[src/hw/rtl/srf_pkg.sv]
package srf_pkg;

  localparam int ROW_WIDTH_DFLT = 64;
  localparam int LANE_W         = 8;
  localparam int PIX_W          = 64;
  localparam int COL_W          = 6;

  typedef struct packed {
    logic [LANE_W-1:0] pix;
    logic [LANE_W-1:0] epre;
    logic [LANE_W-1:0] esuf;
    logic [LANE_W-1:0] tpre;
    logic              eany;
  } lane_res_t;

endpackage

[src/hw/rtl/srf_lane.sv]
module srf_lane #(
  parameter int ROW_WIDTH = srf_pkg::ROW_WIDTH_DFLT,
  parameter int BASE      = 0
) (
  input  logic                      clk,
  input  logic [srf_pkg::LANE_W+1:0] seg_i,
  output srf_pkg::lane_res_t        res_o
);

  localparam int LW = srf_pkg::LANE_W;

  logic [LW-1:0]      edg;
  logic [LW-1:0]      crs;
  srf_pkg::lane_res_t res_nxt;
  srf_pkg::lane_res_t res_r;

  always_comb begin
    logic par_e;
    logic par_t;
    logic any_e;
    for (int j = 0; j < LW; j++) begin
      edg[j] = seg_i[j+1] & ~seg_i[j+2] & ((BASE + j) < (ROW_WIDTH - 1));
      crs[j] = seg_i[j+1] & (~seg_i[j] | ~seg_i[j+2]);
    end
    par_e = 1'b0;
    par_t = 1'b0;
    for (int j = 0; j < LW; j++) begin
      par_e            = par_e ^ edg[j];
      par_t            = par_t ^ crs[j];
      res_nxt.epre[j]  = par_e;
      res_nxt.tpre[j]  = par_t;
    end
    any_e = 1'b0;
    for (int j = LW - 1; j >= 0; j--) begin
      res_nxt.esuf[j] = any_e;
      any_e           = any_e | edg[j];
    end
    res_nxt.eany = any_e;
    res_nxt.pix  = seg_i[LW:1];
  end

  always_ff @(posedge clk) begin
    res_r <= res_nxt;
  end

  assign res_o = res_r;

endmodule

[src/hw/rtl/srf_merge.sv]
module srf_merge #(
  parameter int ROW_WIDTH = srf_pkg::ROW_WIDTH_DFLT
) (
  input  logic                            clk,
  input  srf_pkg::lane_res_t              lane_res_i [(ROW_WIDTH+srf_pkg::LANE_W-1)/srf_pkg::LANE_W],
  input  logic [srf_pkg::COL_W-1:0]       col_i,
  output logic [srf_pkg::PIX_W-1:0]       filled_o,
  output logic                            flag_o
);

  localparam int LW        = srf_pkg::LANE_W;
  localparam int NUM_LANES = (ROW_WIDTH + LW - 1) / LW;
  localparam int PAD       = NUM_LANES * LW;
  localparam int IDX_W     = $clog2(PAD);

  logic [NUM_LANES-1:0]       carry_par;
  logic [NUM_LANES-1:0]       carry_t;
  logic [NUM_LANES-1:0]       later_any;
  logic [PAD-1:0]             fill_v;
  logic [PAD-1:0]             tp_v;
  logic [srf_pkg::PIX_W-1:0]  filled_nxt;
  logic                       flag_nxt;
  logic [srf_pkg::PIX_W-1:0]  filled_r;
  logic                       flag_r;

  always_comb begin
    logic ep_run;
    logic tp_run;
    logic any_run;
    ep_run  = 1'b0;
    tp_run  = 1'b0;
    for (int l = 0; l < NUM_LANES; l++) begin
      carry_par[l] = ep_run;
      carry_t[l]   = tp_run;
      ep_run       = ep_run ^ lane_res_i[l].epre[LW-1];
      tp_run       = tp_run ^ lane_res_i[l].tpre[LW-1];
    end
    any_run = 1'b0;
    for (int l = NUM_LANES - 1; l >= 0; l--) begin
      later_any[l] = any_run;
      any_run      = any_run | lane_res_i[l].eany;
    end
    for (int l = 0; l < NUM_LANES; l++) begin
      for (int j = 0; j < LW; j++) begin
        fill_v[l*LW+j] = lane_res_i[l].pix[j]
                       | ((carry_par[l] ^ lane_res_i[l].epre[j])
                          & (lane_res_i[l].esuf[j] | later_any[l]));
        tp_v[l*LW+j]   = carry_t[l] ^ lane_res_i[l].tpre[j];
      end
    end
    filled_nxt = srf_pkg::PIX_W'(fill_v);
    if ({1'b0, col_i} < (srf_pkg::COL_W+1)'(PAD)) begin
      flag_nxt = tp_v[col_i[IDX_W-1:0]];
    end else begin
      flag_nxt = tp_v[PAD-1];
    end
  end

  always_ff @(posedge clk) begin
    filled_r <= filled_nxt;
    flag_r   <= flag_nxt;
  end

  assign filled_o = filled_r;
  assign flag_o   = flag_r;

endmodule

[src/hw/rtl/scanline_row_fill.sv]
// Channel   Ports                                     Transaction
// input     start, busy, in_row_pixels, in_query_col  start && !busy at clk edge
// result    out_valid, out_filled_row, out_inside_flag one cycle, out_valid high
//
// One row per clock; each input transaction is registered in the lane stage,
// then in the merge stage, whose registers present its result.
// busy stays low: both stages advance every cycle.
// rst_n (synchronous, active low) clears the valid pipeline only.
// The receiver cannot stall; results are presented for one cycle.
module scanline_row_fill #(
  parameter int ROW_WIDTH = srf_pkg::ROW_WIDTH_DFLT
) (
  input  logic                        clk,
  input  logic                        rst_n,
  input  logic                        start,
  output logic                        busy,
  input  logic [srf_pkg::PIX_W-1:0]   in_row_pixels,
  input  logic [srf_pkg::COL_W-1:0]   in_query_col,
  output logic                        out_valid,
  output logic [srf_pkg::PIX_W-1:0]   out_filled_row,
  output logic                        out_inside_flag
);

  localparam int LW        = srf_pkg::LANE_W;
  localparam int NUM_LANES = (ROW_WIDTH + LW - 1) / LW;
  localparam int PAD       = NUM_LANES * LW;

  logic [PAD-1:0]              row_pad;
  logic [PAD+1:0]              row_ext;
  srf_pkg::lane_res_t          lane_res [NUM_LANES];
  logic [srf_pkg::COL_W-1:0]   col_r;
  logic                        v1_r;
  logic                        v1_nxt;
  logic                        v2_r;
  logic                        v2_nxt;
  logic                        accept;

  assign busy   = 1'b0;
  assign accept = start & ~busy;

  for (genvar j = 0; j < PAD; j++) begin : g_pad
    if (j < ROW_WIDTH) begin : g_in
      assign row_pad[j] = in_row_pixels[j];
    end else begin : g_zero
      assign row_pad[j] = 1'b0;
    end
  end

  assign row_ext = {1'b0, row_pad, 1'b0};

  for (genvar l = 0; l < NUM_LANES; l++) begin : g_lane
    srf_lane #(
      .ROW_WIDTH (ROW_WIDTH),
      .BASE      (l * LW)
    ) u_lane (
      .clk   (clk),
      .seg_i (row_ext[l*LW +: LW+2]),
      .res_o (lane_res[l])
    );
  end

  srf_merge #(
    .ROW_WIDTH (ROW_WIDTH)
  ) u_merge (
    .clk        (clk),
    .lane_res_i (lane_res),
    .col_i      (col_r),
    .filled_o   (out_filled_row),
    .flag_o     (out_inside_flag)
  );

  assign v1_nxt = accept;
  assign v2_nxt = v1_r;

  always_ff @(posedge clk) begin
    if (!rst_n) begin
      v1_r <= 1'b0;
      v2_r <= 1'b0;
    end else begin
      v1_r <= v1_nxt;
      v2_r <= v2_nxt;
    end
  end

  always_ff @(posedge clk) begin
    col_r <= in_query_col;
  end

  assign out_valid = v2_r;

  a_valid_latency: assert property (@(posedge clk) disable iff (!rst_n)
    out_valid |-> $past(accept, 2))
    else $error("result without a matching input transaction");

  a_fill_covers_row: assert property (@(posedge clk) disable iff (!rst_n)
    out_valid |-> ((out_filled_row & $past(srf_pkg::PIX_W'(row_pad), 2))
                   == $past(srf_pkg::PIX_W'(row_pad), 2)))
    else $error("filled row dropped an input pixel");

  a_col0_flag: assert property (@(posedge clk) disable iff (!rst_n)
    (out_valid && ($past(in_query_col, 2) == '0))
      |-> (out_inside_flag == $past(row_pad[0], 2)))
    else $error("inside flag at column 0 disagrees with pixel 0");

endmodule
[config.mk]
export PLATFORM = sky130hd
export DESIGN_NAME = scanline_row_fill
export DESIGN_NICKNAME = d
export VERILOG_FILES = /design/src/hw/rtl/srf_pkg.sv /design/src/hw/rtl/srf_lane.sv /design/src/hw/rtl/srf_merge.sv /design/src/hw/rtl/scanline_row_fill.sv
export SDC_FILE = /design/constraint.sdc
export NUM_CORES = 1
export LEC_CHECK = 0
export ABC_AREA = 1
export CAP_MARGIN = 20
export CORE_MARGIN = 2
export CORE_UTILIZATION = 39
export CTS_BUF_LIST = sky130_fd_sc_hd__clkbuf_4
export CTS_CLUSTER_SIZE = 25
export DETAILED_ROUTE_END_ITERATION = 8
export DONT_BUFFER_PORTS = 1
export GPL_TIMING_DRIVEN = 0
export PLACE_DENSITY_LB_ADDON = 0.1
export REMOVE_ABC_BUFFERS = 1
export SLEW_MARGIN = 10
export SYNTH_ARGS = -nofsm -noshare
export SYNTH_HDL_FRONTEND = slang
export SYNTH_SLANG_ARGS = --single-unit
[constraint.sdc]
create_clock -name clk -period 2.4 [get_ports clk]
set_clock_uncertainty 0.2 [all_clocks]
set_input_delay 0.24 -clock clk [delete_from_list [all_inputs] [get_ports clk]]
set_output_delay 0.24 -clock clk [all_outputs]
set_load 0.05 [all_outputs]
* Word level (Yosys, flattened, before mapping)
Index checks and enable logic that the tools add are counted.
** Cells by class
- Order comparisons :: 1
- Multiplexer cells :: 2
- Bitwise logic cells :: 704
** Operators by type and width (number)
- $or 1x1->1 :: 233
- $xor 1x1->1 :: 220
- $and 1x1->1 :: 187
- $not 1->1 :: 64
- $lt 6x7->1 const B :: 1
- $bmux 1 s6 :: 1
- $mux 1 :: 1
** Storage, ports and cells
- Register bits after elaboration :: 325
- Input bits :: 73
- Word-level logic and storage cells :: 751

* Depth between registers and ports, before layout
Gate-level depths: netlist (run 1).
- Word-level depth :: 10
- Gate-level depth with buffers :: 15
- Depth with buffers taken out :: 15

* Cells and area by module
From an unflattened synthesis (run 1), not the netlist that was laid out.
** Second synthesis, totals
- Cells, all modules :: 1702
- Area, all modules :: 13559.3 um^2
** Modules (own cells, without submodules)
- srf_lane at g_lane[0].u_lane ... :: instances 7, cells each 139, area an instance 1204.9 um^2, sequential area each 640.6 um^2
- srf_merge :: instances 1, cells each 596, area an instance 3819.9 um^2, sequential area each 1301.2 um^2
- srf_lane at g_lane[7].u_lane :: instances 1, cells each 119, area an instance 1118.6 um^2, sequential area each 600.6 um^2
- scanline_row_fill :: instances 1, cells each 14, area an instance 186.4 um^2, sequential area each 160.2 um^2

* Least setup slack after synthesis (run 1)
Ideal clock, no wire load.
- Path kind :: flip-flop to flip-flop
- Start :: register g_lane[7].u_lane.res_r (netlist bit g_lane[7].u_lane.res_o[0])
- End :: register u_merge.filled_r (netlist bit u_merge.filled_o[0])
- Library setup time :: 0.116 ns
- Arrival :: 1.650 ns
- Required time :: 2.084 ns
- Slack :: 0.434 ns
- Cell stages (with the launch flop) :: 16
- Buffers on the path :: 2
- Path through :: dfxtp_1 > buf_6 > nor2_8 > inv_4 > nor2_8 > inv_4 > nor2_8 > inv_4 > nor2_4 > inv_2 > nor2_4 > inv_2 > or2_1 > buf_2 > o21ai_1 > nand2_1
** Between the ends
- Cells in the longest elaborated chain, start to end :: 9
** Ends and longest elaborated chain
- start, declared :: RTL line srf_lane.sv:15 : srf_pkg::lane_res_t res_r;
- start signal, assigned :: RTL line srf_lane.sv:43 : res_r <= res_nxt;
- $or 1x1->1 (6 in series) :: RTL line srf_merge.sv:41 : any_run = any_run | lane_res_i[l].eany;
- $or 1x1->1 :: RTL line srf_merge.sv:47 : & (lane_res_i[l].esuf[j] | later_any[l]));
- $and 1x1->1 :: RTL line srf_merge.sv:47
- $or 1x1->1 :: RTL line srf_merge.sv:46 : | ((carry_par[l] ^ lane_res_i[l].epre[j])
- named net u_merge.fill_v[0] :: RTL line srf_merge.sv:19 : logic [PAD-1:0] fill_v;
- end signal, assigned :: RTL line srf_merge.sv:60 : filled_r <= filled_nxt;
- end, declared :: RTL line srf_merge.sv:23 : logic [srf_pkg::PIX_W-1:0] filled_r;
The timed path passes the listed nets, and every way through them passes these cells.
A chain may end at the register's enable or synchronous reset.

==> metrics, run 1 <==
Final Hold Vio Count=0; CTS buffer count=87; Sequential Power Share=51.2%; CTS Buffer Depth=3; Critical Path Sink Type=flop; drc violations=0; Reg2Reg Depth=12; die area=32600 um2; cell area after synthesis=12200 um2; worst path required time=2.81 ns; Die Y-Extent=181 um; placer congestion estimate=0.782; Ports=140; crit start category=input pin; area used by multi-input combinational logic=4650 um2; number of global-route vias before repair=9924; Routed WL per cell=11.6 um; GRT Util Overall=16.3%; via density per instance=4.51; global route overflow=0; Period Utilization, post-route=93.8%; post-synthesis sequential area ratio=53.3%; net switching power=4510 uW; initial antenna violation count=1; most used cell, CP=nand2_1; Hold Path Sink=g_lane[4].u_lane.res_o[26]; Tot Pwr=13900 uW; Setup Viol. Count Final=0; Placed Cells=1950; DR iter-0 viols=372; switch share=32.5%; number of buffers and inverters on the critical path=2; Die W=181 um; R2R Path End=u_merge.filled_o[55]; crit path cell chain=dlygate4sd3_1, dlygate4sd3_1, a21oi_1, nand3_1, nand3_1, nand2_1, nand2_1, nand3_1, nand2_1, nand2_1, nand3_1, nand2_1; layout cells sized above 1=10.4%; Comb pwr share=16.2%; critical path type=in2reg; maximum fanout along the worst path=3; P&R area growth vs syn=24.7%; hold path startpoint=in_row_pixels[33]; Pint=9340 uW; post-synth cell types=34; DR vias=10100; Starting Density=39.7%; Worst-Margin Slew=0.532 ns; max_slew headroom=64.5%; worst stage delay on the critical path=0.62 ns; core footprint=30700 um2; fmax=444 MHz; Layout fillers=3063; VDD IR max=0.419 mV; Clk network pwr share=32.7%; TritonCTS clock tree=yes; utilization after layout=49.5%; top_reg_cell synth=dfxtp_1; Root Driver=clkbuf_4; number of enable flip-flop cells after synthesis=0; outcome=finished, final reports clean; Synth async-reset ratio=0%; max cap viols=0; Hold Crit Class=in2reg; fin worst setup slack=0.150 ns; Syn Inst Count=1569; family with the most delay on the worst path=buffers and inverters; clk slew on worst S/H paths=0.06 ns; Avg Inst Size Synth=7.76 um2; WHS Path Cells=1; Finished Layout Cells=2247; # rows=64; routed wire length=26200 um; leakage=0.00766 uW; r2r setup slk=0.19 ns; register area=6500 um2; clk sink count=324; first-pass GRT wire length=44400 um; pre-CTS WS=-1.12 ns; largest net degree at the start of global routing=35; final slew viol count=0; PD cells=913 nW/um2; IO buf count=0; Skew-Pair Late Insertion Delay=0.73 ns; Tmin final=2.25 ns; H-tree lvl count=3; Crit-path slowest cell=dlygate4sd3_1; Final nets=1866; Arr. time, crit path=2.66 ns; Crit Reg-Reg Startpoint=g_lane[0].u_lane.res_o[24]; ANT nets after route=0; Detail Placement HPWL=17900 um; YS warnings=0; DRT Pass-1 Iters=5; Synth Register Bits=324
per-stage QoR:
stage          TNS (ns)  hold slack [ns]  instance area [um2]
3_5_place_dp     -14.30           0.0678                12600
6_report              0           0.0721                15200
3_3_place_gp     -13.77           0.0678                12600
4_1_cts               0            0.129                15100
2_1_floorplan    -0.313           0.0677                12100
5_1_grt        -0.00768          0.00813                15200
power by group through the flow:
stage | Sequential [uW] | Combinational, uW | Clock [uW]
global route | 7160 | 2590 | 5070
detailed placement | 7220 | 1940 | 0
finish | 7090 | 2240 | 4520
floorplan | 7150 | 1550 | 0
CTS | 7110 | 2230 | 4760
global placement | 7220 | 1910 | 0
synth_stat cells, drive strengths merged (7+ instances only):
master	n	area [um2]
o22ai	16	100
dfxtp	324	6490
o21ai	78	413
inv	260	983
or2	8	50.1
o21bai	19	143
nand3	271	1380
xor2	8	70.1
xnor2	24	210
nor2	105	458
a21oi	30	150
clkbuf	11	41.3
o211ai	7	52.6
nand2	391	1510
how the worst max path moves through the flow:
stage	from	endpoint	slack, ns	depth (start not counted)
floorplan	col_r[0]	u_merge.flag_o	-0.31	8
global placement	col_r[0]	u_merge.flag_o	-1.68	7
detailed placement	col_r[0]	u_merge.flag_o	-1.12	8
CTS	g_lane[0].u_lane.res_o[24]	u_merge.filled_o[56]	0.007	13
global route	g_lane[0].u_lane.res_o[24]	u_merge.filled_o[59]	-0.004	14
finish	in_row_pixels[43]	g_lane[5].u_lane.res_o[8]	0.15	12
final cells by class:
type	count	area share, %
flip-flops and latches	324	42.8
multi-input cells	968	30.7
repair buffers	151	9.88
inverters	261	6.58
clock buffers	128	6.33
well taps	396	3.26
clock inverters	17	0.429
diodes	2	0.0330
logic make-up after synthesis:
logic type      count (synthesis)  share of synthesized area [%]
simple gates                  783                           28.4
flops                         324                           53.3
buf+inv                       277                           8.80
compound gates                152                           7.19
xor+xnor                       32                           2.30
other cells                     1                         0.0308
layer usage:
| layer | GRT usage [%] | share of wire, % | vias up |
|---|---|---|---|
| li1 | - | - | 5462 |
| met1 | 19.9 | 47 | 4438 |
| met2 | 27.0 | 46 | 186 |
| met3 | 4.71 | 5.0 | 38 |
| met4 | 6.90 | 1.9 | 0 |
| met5 | 0 | 0 | - |
sequential cells by signal (all words and copies together), names as in the netlist:
| name | cells |
|---|---|
| out_valid | 1 |
| u_merge.flag_o | 1 |
| u_merge.filled_o | 64 |
| v1_r | 1 |
| col_r | 6 |
| g_lane.u_lane.res_o | 251 |
cells in the final DEF (no fill, tap or decap), types with 7 or more instances in the layout:
cell type and n:
dfxtp_1 320, o21bai_1 19, clkbuf_4 128, o22ai_1 16
inv_2 8, inv_1 252, xnor2_1 23, o21ai_0 65
nor2_1 100, o21ai_1 7, nand3_1 264, nand3_2 7
or2_2 7, buf_4 8, a21oi_1 30, o211ai_1 7
dlygate4sd3_1 141, clkinv_1 12, nand2_1 380, xor2_1 8
timing repair:
item,CTS,global route
setup buffers,3,5
pin swaps,1,0
resized for setup,14,8
setup endpoints to repair,36,39
hold buffers,144,12
endpoints found under the hold margin,259,12
(Power assumes the default switching activity.)
==> run 2: changes to the inputs <==
--- a/config.mk
+++ b/config.mk
@@ -13,7 +13,6 @@
 export CTS_CLUSTER_SIZE = 25
 export DETAILED_ROUTE_END_ITERATION = 8
 export DONT_BUFFER_PORTS = 1
-export GPL_TIMING_DRIVEN = 0
 export PLACE_DENSITY_LB_ADDON = 0.1
 export REMOVE_ABC_BUFFERS = 1
 export SLEW_MARGIN = 10
==> run 2 against run 1 <==
- core utilization fell by 0.20 points
- clock power rose by 4%
- final cell count is essentially flat
- clock-buffer cell count decreased by 7
- power rose by 0.93%
- largest power group unchanged
- sequential power about the same
- worst setup slack worse by 0.016 ns
==> metrics, run 2 (same netlist as run 1, synthesis figures left out) <==
outcome=finished, final reports clean (unchanged); clk slew on worst S/H paths=0.05 ns (was 0.06 ns); ANT nets after route=0 (unchanged); number of global-route vias before repair=10200 (was 9924); Die W=181 um (unchanged); pre-CTS WS=0.216 ns (was -1.12 ns); max_slew headroom=61.5% (was 64.5%); Tot Pwr=14000 uW (was 13900 uW); core footprint=30700 um2 (unchanged); # rows=64 (unchanged); Period Utilization, post-route=94.4% (was 93.8%); Crit-path slowest cell=dlygate4sd3_1 (unchanged); fin worst setup slack=0.133 ns (was 0.150 ns); most used cell, CP=nand2_1 (unchanged); RSZ-0062 raised after global routing=false; Skew-Pair Late Insertion Delay=0.72 ns (was 0.73 ns); final slew viol count=0 (unchanged); DRT Pass-1 Iters=4 (was 5); Placed Cells=1961 (was 1950); Ports=140 (unchanged); Post-CTS Setup Bufs=0 (was 3); largest net degree at the start of global routing=31 (was 35); Die Y-Extent=181 um (unchanged); P&R area growth vs syn=24.2% (was 24.7%); CTS buffer count=88 (was 87); via density per instance=4.51 (about the same); worst path required time=2.78 ns (was 2.81 ns); IO buf count=0 (unchanged); Hold Crit Class=in2reg (unchanged); PD cells=925 nW/um2 (was 913 nW/um2); crit path cell chain=dlygate4sd3_1, dlygate4sd3_1, nand2_1, nand2_1, nand2_1, nand2_1, nand2_1, nand3_1, nand2_1, nand2_1, nand3_1, nand2_1, nand2_1, nand3_1, nand2_1 (was dlygate4sd3_1, dlygate4sd3_1, a21oi_1, nand3_1, nand3_1, nand2_1, nand2_1, nand3_1, nand2_1, nand2_1, nand3_1, nand2_1); most frequent cells in the layout=382 x nand2_1, 324 x dfxtp_1, 267 x nand3_1, 251 x inv_1, 133 x dlygate4sd3_1 (was 380 x nand2_1, 320 x dfxtp_1, 264 x nand3_1, 252 x inv_1, 141 x dlygate4sd3_1); routed wire length=26400 um (was 26200 um); fmax=441 MHz (was 444 MHz); worst stage delay on the critical path=0.69 ns (was 0.62 ns); crit start category=input pin (unchanged); clk sink count=324 (unchanged); placer congestion estimate=0.788 (was 0.782); Final nets=1863 (was 1866); global route overflow=0 (unchanged); first-pass GRT wire length=45400 um (was 44400 um); Setup Viol. Count Final=0 (unchanged); Finished Layout Cells=2248 (was 2247); Final Hold Vio Count=0 (unchanged); DR vias=10100 (about the same); TritonCTS clock tree=yes (unchanged); Tmin final=2.27 ns (was 2.25 ns); family with the most delay on the worst path=buffers and inverters (unchanged); Critical Path Sink Type=flop (unchanged); DR iter-0 viols=356 (was 372); leakage=0.00764 uW (was 0.00766 uW); CTS Buffer Depth=3 (unchanged); critical path type=in2reg (unchanged); Starting Density=39.7% (unchanged); setup_tns=0 ns (unchanged); final design area excluding fillers=15100 um2 (was 15200 um2); Arr. time, crit path=2.65 ns (was 2.66 ns); die area=32600 um2 (unchanged); Worst-Margin Slew=0.577 ns (was 0.532 ns); dpl cell area=12700 um2 (was 12600 um2); layout cells sized above 1=9.72% (was 10.4%); max reg flops=251 (unchanged); maximum fanout along the worst path=7 (was 3); VDD IR max=0.448 mV (was 0.419 mV); Detail Placement HPWL=18600 um (was 17900 um); GRT Util Overall=16.6% (was 16.3%); max cap viols=0 (unchanged); Routed WL per cell=11.7 um (was 11.6 um); H-tree lvl count=3 (unchanged); drc violations=0 (unchanged); most common cell after layout, fill and taps aside=nand2_1 (unchanged); number of buffers and inverters on the critical path=2 (unchanged); Root Driver=clkbuf_4 (unchanged); initial antenna violation count=1 (unchanged)
[run 2: cell count changes in the layout (fill, tap and decap cells not counted), sizes merged]
cell          previous run  this run
clkinv                  13        25
dlygate4sd3            141       133
clkbuf                 128       121
buf                      9        12
bufinv                   0         2
diode                    2         1
dlymetal6s4s             1         2
inv                    264       263
[run 2: worst register-to-register path: cells and delay by family, from the launching register on]
kind,cells,cell delay (ns)
simple gates,9,1.26
flops,1,0.39
compound gates,1,0.21
[run 2: report_power, final]
part	internal, uW	total, uW	switching [uW]	leakage (uW)
Sequential	6040	7090	1040	0.00272
Clock	2530	4690	2160	0.000638
Combinational	869	2200	1340	0.00428
Total	9450	14000	4530	0.00764
[run 2: repair_timing]
action,in CTS,in global routing
endpoints found under the setup margin,0,18
hold buffers,143,11
resized for setup,0,6
endpoints found under the hold margin,259,11
[run 2: path summary, 6_finish.rpt]
path | from | endpoint | cells past startpoint | slack (ns)
worst max register to register | g_lane[0].u_lane.res_o[24] | u_merge.filled_o[55] | 10 | 0.24
worst min-delay path | in_row_pixels[9] | g_lane[1].u_lane.res_o[26] | 1 | 0.06
worst min register to register | g_lane[7].u_lane.res_o[31] | u_merge.filled_o[62] | 0 | 0.13
worst max-delay path | in_row_pixels[39] | g_lane[5].u_lane.res_o[8] | 15 | 0.13
[run 2: per-layer routing]
layer	global-route usage, %	up-vias	wire [um]	share of wire, %
met2	27.6	182	12100	46
li1	-	5445	-	-
met3	4.61	48	1180	4.4
met4	6.35	0	547	2.1
met1	20.4	4456	12600	48
met5	0	-	0	0
[run 2: layout make-up]
| class | instances | area [um2] |
|---|---|---|
| fill | 3025 | 15600 |
| sequential | 324 | 6490 |
| multi-input combinational | 968 | 4620 |
| timing repair buffer | 147 | 1450 |
| inverter | 261 | 987 |
| clock buffer | 121 | 908 |
| tap | 396 | 495 |
| clock inverter | 30 | 170 |
| antenna | 1 | 2.50 |
[run 2: metrics by stage]
| stage | utilization (%) | hold WS (ns) |
|---|---|---|
| final | 49.3 | 0.0581 |
| after global routing | 49.3 | 0.00247 |
| after CTS | 49.5 | 0.00559 |
| after detailed placement | 41.3 | 0.0679 |
| after global placement | 41.3 | 0.0679 |
| after floorplan | - | 0.0677 |
